==> src/rtl/core/tdpf_pkg.sv <==
// Shared types and constants for the trial division prime filter.
`timescale 1ns / 1ps

package tdpf_pkg;

  localparam int CAND_W  = 16;
  localparam int TALLY_W = 13;
  localparam logic [TALLY_W-1:0] TALLY_MAX = {TALLY_W{1'b1}};

  // Commands from the controller to the datapath
  typedef struct packed {
    logic load;
    logic set_verdict;
    logic verdict;
    logic init_d;
    logic div_start;
    logic div_step;
    logic adv_d;
    logic publish;
  } cmd_t;

  // Status from the datapath to the controller
  typedef struct packed {
    logic n_lt2;
    logic n_two;
    logic n_even;
    logic sq_gt_n;
    logic rem_zero;
    logic bit_zero;
  } sts_t;

endpackage

==> src/rtl/core/trial_division_prime_filter_unit.sv <==
// Top level of the trial division prime filter.
// Screening: 0, 1, 2 and even numbers get their verdict in the check state; odd n are then
// divided by the odd divisors 3, 5, ... until one divides n or d*d > n ends it.
// One item at a time: input stalls until the result is published; each trial runs a
// bit-serial remainder loop over the NW = data bits of n.
// Reset clears the controller, the result valid and the prime count.
`timescale 1ns / 1ps

module trial_division_prime_filter_unit #(
  parameter int VALUE_WIDTH = 16
) (
  input  logic                          clk,
  input  logic                          rst,
  input  logic                          in_valid,
  output logic                          in_stall,
  input  logic [tdpf_pkg::CAND_W-1:0]   candidate,
  input  logic                          start_of_range,
  input  logic                          end_of_range,
  output logic                          out_valid,
  input  logic                          out_stall,
  output logic                          is_prime,
  output logic [tdpf_pkg::TALLY_W-1:0]  primes_so_far,
  output logic                          range_done
);
  import tdpf_pkg::*;

  cmd_t cmd;
  sts_t sts;

  // Sequence the work
  tdpf_ctrl u_ctrl (
    .clk       (clk),
    .rst       (rst),
    .in_valid  (in_valid),
    .in_stall  (in_stall),
    .out_valid (out_valid),
    .out_stall (out_stall),
    .sts       (sts),
    .cmd       (cmd)
  );

  // Hold operands, divide, count
  tdpf_datapath #(
    .VALUE_WIDTH (VALUE_WIDTH)
  ) u_dp (
    .clk            (clk),
    .rst            (rst),
    .candidate      (candidate),
    .start_of_range (start_of_range),
    .end_of_range   (end_of_range),
    .cmd            (cmd),
    .sts            (sts),
    .is_prime       (is_prime),
    .primes_so_far  (primes_so_far),
    .range_done     (range_done)
  );

endmodule

==> src/rtl/core/tdpf_ctrl.sv <==
// Controller state machine for the trial division prime filter.
`timescale 1ns / 1ps

module tdpf_ctrl (
  input  logic           clk,
  input  logic           rst,
  input  logic           in_valid,
  output logic           in_stall,
  output logic           out_valid,
  input  logic           out_stall,
  input  tdpf_pkg::sts_t sts,
  output tdpf_pkg::cmd_t cmd
);
  import tdpf_pkg::*;

  localparam logic [2:0] S_IDLE  = 3'd0;
  localparam logic [2:0] S_CHECK = 3'd1;
  localparam logic [2:0] S_TEST  = 3'd2;
  localparam logic [2:0] S_DIV   = 3'd3;
  localparam logic [2:0] S_EVAL  = 3'd4;
  localparam logic [2:0] S_DONE  = 3'd5;

  logic [2:0] state;
  logic [2:0] state_next;
  logic       out_free;

  assign in_stall = (state != S_IDLE);
  assign out_free = !out_valid || !out_stall;

  // Sequence one item: screen, then divide by odd divisors until one divides n or d*d > n
  always_comb begin
    cmd        = '0;
    state_next = state;
    unique case (state)
      S_IDLE: begin
        if (in_valid) begin
          cmd.load   = 1'b1;
          state_next = S_CHECK;
        end
      end
      S_CHECK: begin
        if (sts.n_lt2) begin
          cmd.set_verdict = 1'b1;
          cmd.verdict     = 1'b0;
          state_next      = S_DONE;
        end else if (sts.n_two) begin
          cmd.set_verdict = 1'b1;
          cmd.verdict     = 1'b1;
          state_next      = S_DONE;
        end else if (sts.n_even) begin
          cmd.set_verdict = 1'b1;
          cmd.verdict     = 1'b0;
          state_next      = S_DONE;
        end else begin
          cmd.init_d = 1'b1;
          state_next = S_TEST;
        end
      end
      S_TEST: begin
        if (sts.sq_gt_n) begin
          cmd.set_verdict = 1'b1;
          cmd.verdict     = 1'b1;
          state_next      = S_DONE;
        end else begin
          cmd.div_start = 1'b1;
          state_next    = S_DIV;
        end
      end
      S_DIV: begin
        cmd.div_step = 1'b1;
        if (sts.bit_zero) begin
          state_next = S_EVAL;
        end
      end
      S_EVAL: begin
        if (sts.rem_zero) begin
          cmd.set_verdict = 1'b1;
          cmd.verdict     = 1'b0;
          state_next      = S_DONE;
        end else begin
          cmd.adv_d  = 1'b1;
          state_next = S_TEST;
        end
      end
      S_DONE: begin
        if (out_free) begin
          cmd.publish = 1'b1;
          state_next  = S_IDLE;
        end
      end
      default: begin
        state_next = S_IDLE;
      end
    endcase
  end

  // Advance state; hold the result valid until it is taken
  always_ff @(posedge clk) begin
    if (rst) begin
      state     <= S_IDLE;
      out_valid <= 1'b0;
    end else begin
      state <= state_next;
      if (cmd.publish) begin
        out_valid <= 1'b1;
      end else if (!out_stall) begin
        out_valid <= 1'b0;
      end
    end
  end

endmodule

==> src/rtl/core/tdpf_datapath.sv <==
// Datapath of the prime filter: divisor stepping, bit-serial remainder, tally.
`timescale 1ns / 1ps

module tdpf_datapath #(
  parameter int VALUE_WIDTH = 16
) (
  input  logic                           clk,
  input  logic                           rst,
  input  logic [tdpf_pkg::CAND_W-1:0]    candidate,
  input  logic                           start_of_range,
  input  logic                           end_of_range,
  input  tdpf_pkg::cmd_t                 cmd,
  output tdpf_pkg::sts_t                 sts,
  output logic                           is_prime,
  output logic [tdpf_pkg::TALLY_W-1:0]   primes_so_far,
  output logic                           range_done
);
  import tdpf_pkg::*;

  // Candidate bits in use, divisor and square widths with headroom
  localparam int NW  = (VALUE_WIDTH < CAND_W) ? VALUE_WIDTH : CAND_W;
  localparam int DW  = (NW + 1) / 2 + 2;
  localparam int SQW = 2 * DW;
  localparam int BW  = $clog2(NW);

  logic [NW-1:0]      n;
  logic               start_q;
  logic               last_q;
  logic [DW-1:0]      d;
  logic [SQW-1:0]     sq;
  logic [DW-1:0]      rem;
  logic [BW-1:0]      bitcnt;
  logic               verdict;
  logic [TALLY_W-1:0] tally;
  logic [TALLY_W-1:0] tally_base;
  logic [TALLY_W-1:0] tally_next;
  logic [DW:0]        rem_shift;
  logic [DW:0]        rem_diff;
  logic               res_prime;
  logic [TALLY_W-1:0] res_count;
  logic               res_last;

  // Restoring remainder step: shift in one candidate bit, subtract if it fits
  assign rem_shift = {rem, n[bitcnt]};
  assign rem_diff  = rem_shift - {1'b0, d};

  // Clear on start of range, count a prime unless saturated
  assign tally_base = start_q ? '0 : tally;
  assign tally_next = (verdict && (tally_base != TALLY_MAX)) ?
                      tally_base + TALLY_W'(1) : tally_base;

  assign sts.n_lt2    = (n[NW-1:1] == '0);
  assign sts.n_two    = (n == NW'(2));
  assign sts.n_even   = !n[0];
  assign sts.sq_gt_n  = (sq > SQW'(n));
  assign sts.rem_zero = (rem == '0);
  assign sts.bit_zero = (bitcnt == '0);

  // Working registers
  always_ff @(posedge clk) begin
    if (cmd.load) begin
      n       <= candidate[NW-1:0];
      start_q <= start_of_range;
      last_q  <= end_of_range;
    end
    if (cmd.set_verdict) begin
      verdict <= cmd.verdict;
    end
    if (cmd.init_d) begin
      d  <= DW'(3);
      sq <= SQW'(9);
    end else if (cmd.adv_d) begin
      d  <= d + DW'(2);
      sq <= sq + SQW'({d, 2'b00}) + SQW'(4);
    end
    if (cmd.div_start) begin
      rem    <= '0;
      bitcnt <= BW'(NW - 1);
    end else if (cmd.div_step) begin
      rem    <= rem_diff[DW] ? rem_shift[DW-1:0] : rem_diff[DW-1:0];
      bitcnt <= bitcnt - BW'(1);
    end
    if (cmd.publish) begin
      res_prime <= verdict;
      res_count <= tally_next;
      res_last  <= last_q;
    end
  end

  // Running prime count
  always_ff @(posedge clk) begin
    if (rst) begin
      tally <= '0;
    end else if (cmd.publish) begin
      tally <= tally_next;
    end
  end

  assign is_prime      = res_prime;
  assign primes_so_far = res_count;
  assign range_done    = res_last;

endmodule

==> config.mk <==
export PLATFORM = sky130hd
export DESIGN_NAME = trial_division_prime_filter_unit
export DESIGN_NICKNAME = d
export VERILOG_FILES = /design/src/rtl/core/tdpf_pkg.sv /design/src/rtl/core/trial_division_prime_filter_unit.sv /design/src/rtl/core/tdpf_ctrl.sv /design/src/rtl/core/tdpf_datapath.sv
export SDC_FILE = /design/constraint.sdc
export NUM_CORES = 1
export LEC_CHECK = 0
export ABC_AREA = 1
export BUFFER_PORTS_ARGS = -buffer_cell sky130_fd_sc_hd__clkbuf_2
export CORE_ASPECT_RATIO = 0.9
export CORE_MARGIN = 2
export CORE_UTILIZATION = 41
export DETAILED_ROUTE_END_ITERATION = 10
export MAX_ROUTING_LAYER = met4
export PLACE_DENSITY = 0.55
export SYNTH_ARGS = -nofsm -noshare
export SYNTH_HDL_FRONTEND = slang
export SYNTH_SLANG_ARGS = --single-unit
==> constraint.sdc <==
create_clock -name clk -period 3.09 [get_ports clk]
set_input_delay 0.618 -clock clk [delete_from_list [all_inputs] [get_ports clk]]
set_output_delay 0.618 -clock clk [all_outputs]
set_load 0.05 [all_outputs]
==> impl_metrics.toml <==
[timing]
fin_setup_tns_ns = 0
min_period_ns = 2.76
drv_slew = 0
finalCritPeriodShare = 0.893
rsz0062_at_grt = "no"
setup_viol = 0
finClkSkew_ns = 0.00664
fmax_mhz = 363
maxSlewHeadroom = 0.491
finalWorstSetupSlack_ns = 0.332
hold_viol_final = 0
tightestPinTransition_ns = 0.762

[setup_path]
cp-start-kind = "flip-flop"
crit_fanout = 19
crit_arrival_ns = 3.04
worstSetupStartpoint = "u_dp.bitcnt[0]"
required_ns = 3.37
critical_path_class = "reg2reg"
rr_startpoint = "u_dp.bitcnt[0]"
worstSetupEndpointType = "flip-flop"

[min_path]
hold_class = "reg2reg"
hp-start = "u_dp.last_q"

[synthesis]
synth_nets = 755
syn_avg_cell_area_um2 = 7.94
synthTopCellsByArea = "dfxtp_1 21%, edfxtp_1 19%, nand2_1 11%"
synth_common_cells = "153 x nand2_1, 95 x inv_1, 57 x dfxtp_1"
yosysSeqAreaShare = 0.396
synth-main-ff-cell = "dfxtp_1"
synth.most_common_cell = "nand2_1"
postSynthCellCount = 688
ys_types = 52
synth_edf_count = 34
async_reset_ff_frac = 0
yosysTopAreaCell = "dfxtp_1"
synth-seq-cells = 91
synth_top_area_frac = 0.209
synth_area_um2 = 5470
yosysWarnings = 0

[clock_network]
cts_buffers = 9
htree_num_levels = 3
holdBufCountCts = 0
cts_post_setup_buffers_inserted = 0
clk_path_buf_depth = 2
clkTransAtPathRegs_ns = 0.06
insertion_delay_ns = 0.35
clock_sinks = 91
cts_tree = "done"
cts_resized = 0
cts_root_buf = "clkbuf_16"

[global_route]
grt_overflow_total = 0
grt_first_pass_wirelength_um = 21200
grt_antenna_before_repair = 0
track_usage = 0.192
grt_max_degree = 24
grt_pass1_vias = 4388

[flow_run]
cap_violations = 0

[floorplanning]
die-area_um2 = 14300
fp.dieW_um = 126
core_area_um2 = 13200
ios = 39
start_util = 0.415
die_y_um = 114
rows = 40

[final_layout]
stdcell_count = 904
final_layout_size_suffix_gt1_frac = 0.124
fin_area_um2 = 6140
insertedDiodeCount = 0
area_growth_pct = 12.3
fin_nets = 798

[routing]
antenna_left = 0
routed_wl_um = 12500
vias = 4616
drc = 0
drtPass1Iterations = 5
drt-initial-drc-count = 404
vias_per_cell = 5.11
wl_per_cell_um = 13.9

[power]
power_leakage_uw = 0.00287
vdd_drop_max_mv = 0.545
p_per_area_nw_per_um2 = 874

[place]
dp.cells = 888
placed_area_um2 = 5840
dp_hpwl_um = 9540
pre_cts_ws_ns = 0.373
port_buffers = 38
place_congestion = 0.924

[status]
status = "completed"
kinds of logic (layout without fill, tap and decap cells):
logic type	after synthesis	count (layout)	share of synthesized area
AO/OA/AOI/OAI	123	123	0.129
XOR/XNOR	24	24	0.0433
adder cells (fa/ha/maj)	45	45	0.106
buffers and inverters	113	161	0.0831
flip-flops	91	91	0.396
AND/OR/NAND/NOR	292	292	0.243
report_power, final:
part	leakage, uW	switching [uW]	total (uW)	internal, uW
Sequential	0.000786	279	1810	1530
Combinational	0.00193	1570	2450	885
Clock	0.000147	476	1110	630
Total	0.00287	2320	5360	3040
sequential cells by signal, summed over array words and instances, names as in the netlist, 3 cells and up:
signal and cells:
u_ctrl.state 3, u_dp.primes_so_far 13, u_dp.tally 13, u_dp.sq 17, u_dp.bitcnt 4, u_dp.d 9
u_dp.n 16, u_dp.rem 10
critical path, stage by stage (launching register included):
cell	delay, ns
dfxtp_1	0.54
inv_2	0.16
nand2_1	0.10
nand3_1	0.07
nand2_1	0.07
nand2_1	0.04
nand3_1	0.09
nand2_2	0.09
fa_1	0.43
nand3_1	0.13
nand4_2	0.16
xor2_4	0.42
o21ai_0	0.14
inv_1	0.07
nand2_1	0.05
a21oi_1	0.12
through the flow:
step / hold slack, ns / total power, uW / utilization
6_report: 0.421 / 5360 / 0.466
3_5_place_dp: 0.408 / 4270 / 0.444
2_1_floorplan: 0.400 / 3760 / -
3_3_place_gp: 0.415 / 4260 / 0.444
5_1_grt: 0.429 / 5840 / 0.466
4_1_cts: 0.424 / 5400 / 0.466
layout by cell type (no fill, tap or decap), drive strengths merged, types with 23 or more instances in the layout:
master / netlist / final
nand3: 42 / 42
a21oi: 53 / 53
o21ai: 42 / 42
inv: 102 / 103
ha: 43 / 43
dfxtp: 57 / 57
nor2: 51 / 51
nand2: 158 / 158
clkbuf: 5 / 48
nor3: 23 / 23
edfxtp: 34 / 34
layout make-up:
| type | count | area [um^2] |
|---|---|---|
| Sequential cell | 91 | 2160 |
| Timing Repair Buffer | 43 | 228 |
| Inverter | 102 | 393 |
| Fill cell | 1305 | 7030 |
| Clock buffer | 10 | 229 |
| Clock inverter | 6 | 66.3 |
| Tap cell | 168 | 210 |
| Multi-Input combinational cell | 484 | 2850 |
layer usage:
metal | share of wire | GRT usage | vias to the layer above | wire length, um
li1 | - | - | 2390 | -
met1 | 0.53 | 0.265 | 2111 | 6630
met2 | 0.41 | 0.283 | 102 | 5180
met3 | 0.042 | 0.0403 | 13 | 530
met4 | 0.016 | 0.0600 | 0 | 196
met5 | 0 | - | - | 0
final timing paths:
check / end / cells past startpoint / slack, ns
setup / recovery: u_dp.rem[7] / 15 / 0.33
hold / removal: u_dp.range_done / 0 / 0.42
setup reg to reg: u_dp.rem[7] / 15 / 0.33
hold reg to reg: u_dp.range_done / 0 / 0.42
Note: power is estimated with default switching activity, not from simulation.
